**src/rtl/assert_macros.svh**
```systemverilog
// ----------------------------------------------------------------------------
// assertion macros
// shared concurrent assertion forms for the framebuffer blitter rtl
// ----------------------------------------------------------------------------
`ifndef ASSERT_MACROS_SVH
`define ASSERT_MACROS_SVH

// same-cycle implication, disabled while reset is asserted
`define ASSERT_IMPLY(label, clk, rst_n, ante, cons) \
    label: assert property (@(posedge clk) disable iff (!rst_n) (ante) |-> (cons)) \
        else $error("same-cycle implication failed");

// next-cycle implication, disabled while reset is asserted
`define ASSERT_NEXT(label, clk, rst_n, ante, cons) \
    label: assert property (@(posedge clk) disable iff (!rst_n) (ante) |=> (cons)) \
        else $error("next-cycle implication failed");

`endif

```
**src/rtl/pfb_pkg.sv**
```systemverilog
// ----------------------------------------------------------------------------
// pfb_pkg
// shared types and constants of the page framebuffer blitter
// ----------------------------------------------------------------------------
`timescale 1ns / 1ps
`default_nettype none

package pfb_pkg;

    localparam int BYTE_W     = 8;
    localparam int PG_W       = 5;  // page arithmetic, holds one past the last page
    localparam int CFG_IDX_W  = 2;
    localparam int CFG_DATA_W = 8;

    localparam logic [CFG_IDX_W-1:0] CFG_WIN_LEFT  = 2'd0;
    localparam logic [CFG_IDX_W-1:0] CFG_WIN_RIGHT = 2'd1;
    localparam logic [CFG_IDX_W-1:0] CFG_WIN_TOP   = 2'd2;
    localparam logic [CFG_IDX_W-1:0] CFG_WIN_PAGES = 2'd3;

    localparam logic [7:0] WIN_LEFT_RST  = 8'd0;
    localparam logic [7:0] WIN_RIGHT_RST = 8'd128;
    localparam logic [2:0] WIN_TOP_RST   = 3'd0;
    localparam logic [3:0] WIN_PAGES_RST = 4'd8;

    typedef enum logic [1:0] {
        CMD_BEGIN = 2'd0,
        CMD_BYTE  = 2'd1,
        CMD_PLOT  = 2'd2,
        CMD_READ  = 2'd3
    } t_cmd;

    typedef struct packed {
        logic accept;    // latch the input item
        logic clear;     // write one zero entry of the clearing pass
        logic beg1;      // begin item, first step
        logic beg2;      // begin item, second step
        logic plan;      // work out the write plan of the latched item
        logic rd0;       // read first framebuffer byte
        logic wr0;       // write first byte, read second
        logic wr1;       // write second byte
        logic out_load;  // load the result register
    } t_dp_cmd;

    typedef struct packed {
        logic clear_last;
        t_cmd item_cmd;
        logic out_free;
    } t_dp_status;

endpackage

`default_nettype wire

```
**src/rtl/pfb_ctrl.sv**
```systemverilog
// ----------------------------------------------------------------------------
// pfb_ctrl
// sequencer: clearing pass, item dispatch and read-modify-write steps
// ----------------------------------------------------------------------------
`timescale 1ns / 1ps
`default_nettype none
`include "assert_macros.svh"

module pfb_ctrl import pfb_pkg::*; (
    input  wire logic       i_clk,
    input  wire logic       i_rst_n,
    input  wire logic       i_in_valid,
    input  wire logic [1:0] i_cmd,
    output logic            o_in_ready,
    input  wire t_dp_status i_status,
    output t_dp_cmd         o_dp_cmd
);

    typedef enum logic [3:0] {
        S_CLEAR,
        S_IDLE,
        S_BEG1,
        S_BEG2,
        S_PLAN,
        S_RD0,
        S_WR0,
        S_WR1,
        S_OUT
    } t_state;

    t_state r_state;
    t_state n_state;

    always_ff @(posedge i_clk) begin
        if (!i_rst_n) begin
            r_state <= S_CLEAR;
        end else begin
            r_state <= n_state;
        end
    end

    always_comb begin
        n_state    = r_state;
        o_dp_cmd   = '0;
        o_in_ready = 1'b0;
        unique case (r_state)
            S_CLEAR: begin
                o_dp_cmd.clear = 1'b1;
                if (i_status.clear_last) begin
                    n_state = S_IDLE;
                end
            end
            S_IDLE: begin
                o_in_ready = 1'b1;
                if (i_in_valid) begin
                    o_dp_cmd.accept = 1'b1;
                    n_state = (t_cmd'(i_cmd) == CMD_BEGIN) ? S_BEG1 : S_PLAN;
                end
            end
            S_BEG1: begin
                o_dp_cmd.beg1 = 1'b1;
                n_state = S_BEG2;
            end
            S_BEG2: begin
                o_dp_cmd.beg2 = 1'b1;
                n_state = S_IDLE;
            end
            S_PLAN: begin
                o_dp_cmd.plan = 1'b1;
                n_state = S_RD0;
            end
            S_RD0: begin
                o_dp_cmd.rd0 = 1'b1;
                n_state = (i_status.item_cmd == CMD_READ) ? S_OUT : S_WR0;
            end
            S_WR0: begin
                o_dp_cmd.wr0 = 1'b1;
                n_state = S_WR1;
            end
            S_WR1: begin
                o_dp_cmd.wr1 = 1'b1;
                n_state = S_IDLE;
            end
            S_OUT: begin
                if (i_status.out_free) begin
                    o_dp_cmd.out_load = 1'b1;
                    n_state = S_IDLE;
                end
            end
            default: begin
                n_state = S_IDLE;
            end
        endcase
    end

    `ASSERT_NEXT(a_accept_leaves_idle, i_clk, i_rst_n, o_dp_cmd.accept, r_state != S_IDLE)

endmodule

`default_nettype wire

```
**config.mk**
```make
export PLATFORM = sky130hd
export DESIGN_NAME = pfb_ctrl
export DESIGN_NICKNAME = d
export VERILOG_FILES = /design/src/rtl/pfb_pkg.sv /design/src/rtl/pfb_ctrl.sv
export VERILOG_INCLUDE_DIRS = /design/src /design/src/rtl
export SDC_FILE = /design/constraint.sdc
export NUM_CORES = 1
export LEC_CHECK = 0
export ABC_AREA = 1
export BUFFER_PORTS_ARGS = -buffer_cell sky130_fd_sc_hd__clkbuf_2
export CORE_AREA = 2 2 39 41
export CTS_CLUSTER_DIAMETER = 50
export DETAILED_ROUTE_END_ITERATION = 6
export DIE_AREA = 0 0 41 43
export GPL_ROUTABILITY_DRIVEN = 1
export PLACE_DENSITY = 0.51
export SYNTH_ARGS = -nofsm -noshare
export SYNTH_HDL_FRONTEND = slang
export SYNTH_SLANG_ARGS = --single-unit
```
**constraint.sdc**
```tcl
create_clock -name i_clk -period 3.51 [get_ports i_clk]
set_clock_uncertainty 0.15 [all_clocks]
set_input_delay 0.1755 -clock i_clk [delete_from_list [all_inputs] [get_ports i_clk]]
set_output_delay 0.1755 -clock i_clk [all_outputs]
set_load 0.005 [all_outputs]
```
==> results.json <==
{
  "synth.most_common_cell": "inv_1",
  "seqPwrFrac_pct": 30.7,
  "fin_crit_sh_pct": 44.71,
  "ant_nets": 0,
  "drive_gt1_share_pct": 47.50,
  "htreeDepth": 1,
  "num_io_pins": 19,
  "cp-start-kind": "register",
  "synth_cell_types": 16,
  "areaGrowthSynthToFinish_pct": 35.45,
  "hpwl_um": 684.6,
  "fill_cells": 159,
  "nets": 91,
  "rows": 14,
  "min_period_ns": 1.569,
  "cts_buffers": 3,
  "syn_nets": 68,
  "synth_ff_type": "dfxtp_1",
  "ys_ff_latch": 4,
  "top_layer_used": "met4",
  "post-layout-total-power_uw": 176.6,
  "clock_sinks": 4,
  "die_h_um": 43,
  "crit_fanout": 5,
  "synth_top_cell_area_share_pct": 21.40,
  "postLayoutCellArea_um2": 506.7,
  "synth_edf_count": 0,
  "core-area_um2": 1384,
  "synthTopCellsByCount": "inv_1 (11), nor2_1 (9), nand2_1 (7)",
  "postCtsHoldBufs": 0,
  "clk_pin_slew_ns": 0.04,
  "swShare_pct": 35.96,
  "hold_violations": 0,
  "cp-end-kind": "output pin",
  "cts_tree": "done",
  "switchingPower_uw": 63.50,
  "path_class": "reg2out",
  "synth_area_per_cell_um2": 6.341,
  "wire_per_inst_um": 8.448,
  "antennaDiodeCount": 0,
  "vdd_drop_max_v": 0.0001552,
  "timing.fmax_ghz": 0.6372,
  "worst_pin_slew_ns": 0.2682,
  "tns_ns": 0,
  "drt-initial-drc-count": 6,
  "dr.pass1.iters": 4,
  "clkLatencyLatePin_ns": 0.23,
  "met1Wirelength_um": 377,
  "top_regs": "r_state: 4 flops",
  "largest_register_ffs": 4,
  "synth.area.top_cells": "dfxtp_1 (21%), nor2_4 (12%), inv_1 (11%)",
  "finalWeightedCongestion": 0.6980,
  "grt_overflow": 0,
  "grt_max_degree": 7,
  "max_cap_viol_count": 0,
  "die_area_um2": 1763,
  "met2_length_um": 364,
  "placed_cell_area_um2": 484.2,
  "max_slew_margin_pct": 82.09,
  "top_register": "r_state",
  "cp.arrival_ns": 1.24,
  "grt_pass1_vias": 331,
  "synthCells": 59,
  "drt-vias-per-instance": 4.271,
  "leakage_nw": 0.2752,
  "synth.cell_area_um2": 374.1,
  "ctsLongestPathBuffers": 2,
  "cts_resized": 0,
  "p_int_uw": 113.1,
  "port_buffers": 18,
  "clock_power_share_pct": 31.7,
  "yosysWarningCount": 0,
  "setup_viol": 0,
  "hold_class": "in2reg",
  "p_per_area_nw_per_um2": 348.4,
  "cp.required_ns": 3.18,
  "initial_core_util_pct": 27.03,
  "wirelength_um": 811,
  "cts_setup_buffers": 0,
  "async_reset_ff_share_pct": 0,
  "status": "finished, final reports clean",
  "combinationalPowerShare_pct": 37.6,
  "drv_slew": 0,
  "seq_area_frac_synth_pct": 21.40,
  "root_buffer": "clkbuf_4",
  "grt_pass1_wl_um": 1290,
  "utilization_pct": 36.62,
  "die_w_um": 41,
  "grt_usage_pct": 11.04,
  "drc_errors": 0,
  "rsz0062_at_grt": "no",
  "antenna_found_initial": 0,
  "yosys.area.top_type": "dfxtp_1",
  "vias": 410,
  "met3RoutedLength_um": 65
}
==> logic make-up (layout without fill, tap and decap cells) <==
family | after synthesis | after routing | synth area share, %
AOI/OAI and AO/OA | 2 | 2 | 3.678
buffers and inverters | 15 | 36 | 15.05
DFF | 4 | 4 | 21.41
and+or+nand+nor | 38 | 38 | 59.87
==> cell type report <==
class | instances | area, um2 | share of cell area (%)
clock buffers | 3 | 22.52 | 4.444
inverters | 15 | 56.30 | 11.11
multi-input cells | 40 | 237.7 | 46.91
flip-flops and latches | 4 | 80.08 | 15.80
well taps | 16 | 20.02 | 3.951
repair buffers | 18 | 90.09 | 17.78
==> critical path, cell delays in order, from the launching register on <==
cell      delay (ns)
dfxtp_1         0.37
nor2_2          0.20
inv_1           0.09
nor4_1          0.19
clkbuf_2        0.16
==> path summary, 6_finish.rpt <==
path                            slack [ns]  cells past startpoint          end  startpoint
worst max-delay path                  1.94                      4  o_dp_cmd[0]  r_state[1]
worst min-delay path                  0.07                      3   r_state[0]     i_rst_n
worst max register to register        2.27                      7   r_state[1]  r_state[0]
worst min register to register        0.49                      3   r_state[3]  r_state[0]
==> layout by cell type, fill, tap and decap left out <==
cell      instances
nand3_2           3
nand2_2           1
clkbuf_4          3
nand2_4           1
nand4_1           1
inv_1            11
inv_2             4
nor4_1            1
nand2_1           7
nor2_1            9
a21oi_1           1
nand3_1           6
dfxtp_1           4
clkbuf_2         18
nor2_4            4
a21oi_2           1
nor2_2            3
nor3_1            2
==> per-layer routing <==
metal,global-route usage (%),up-vias
met1,13.50,168
met2,15.63,17
li1,-,223
met4,6.000,0
met5,0,-
met3,4.712,2
==> power groups by stage <==
stage                     clock, mW  combinational [mW]  sequential (mW)
after floorplan                   0              0.0473           0.0540
after global placement            0              0.0665           0.0548
after detailed placement          0              0.0666           0.0549
after CTS                    0.0579              0.0673           0.0543
after global routing         0.0633              0.0748           0.0546
final                        0.0559              0.0665           0.0542
==> metrics by stage <==
stage | setup WS, ns | hold WS [ns] | std cells
floorplan | 2.366 | 0.1789 | 59
global placement | 2.154 | 0.3071 | 93
detailed placement | 2.178 | 0.3138 | 93
CTS | 1.923 | 0.07385 | 96
global route | 1.833 | 0.08228 | 96
finish | 1.941 | 0.07193 | 96
(Power assumes the default switching activity.)
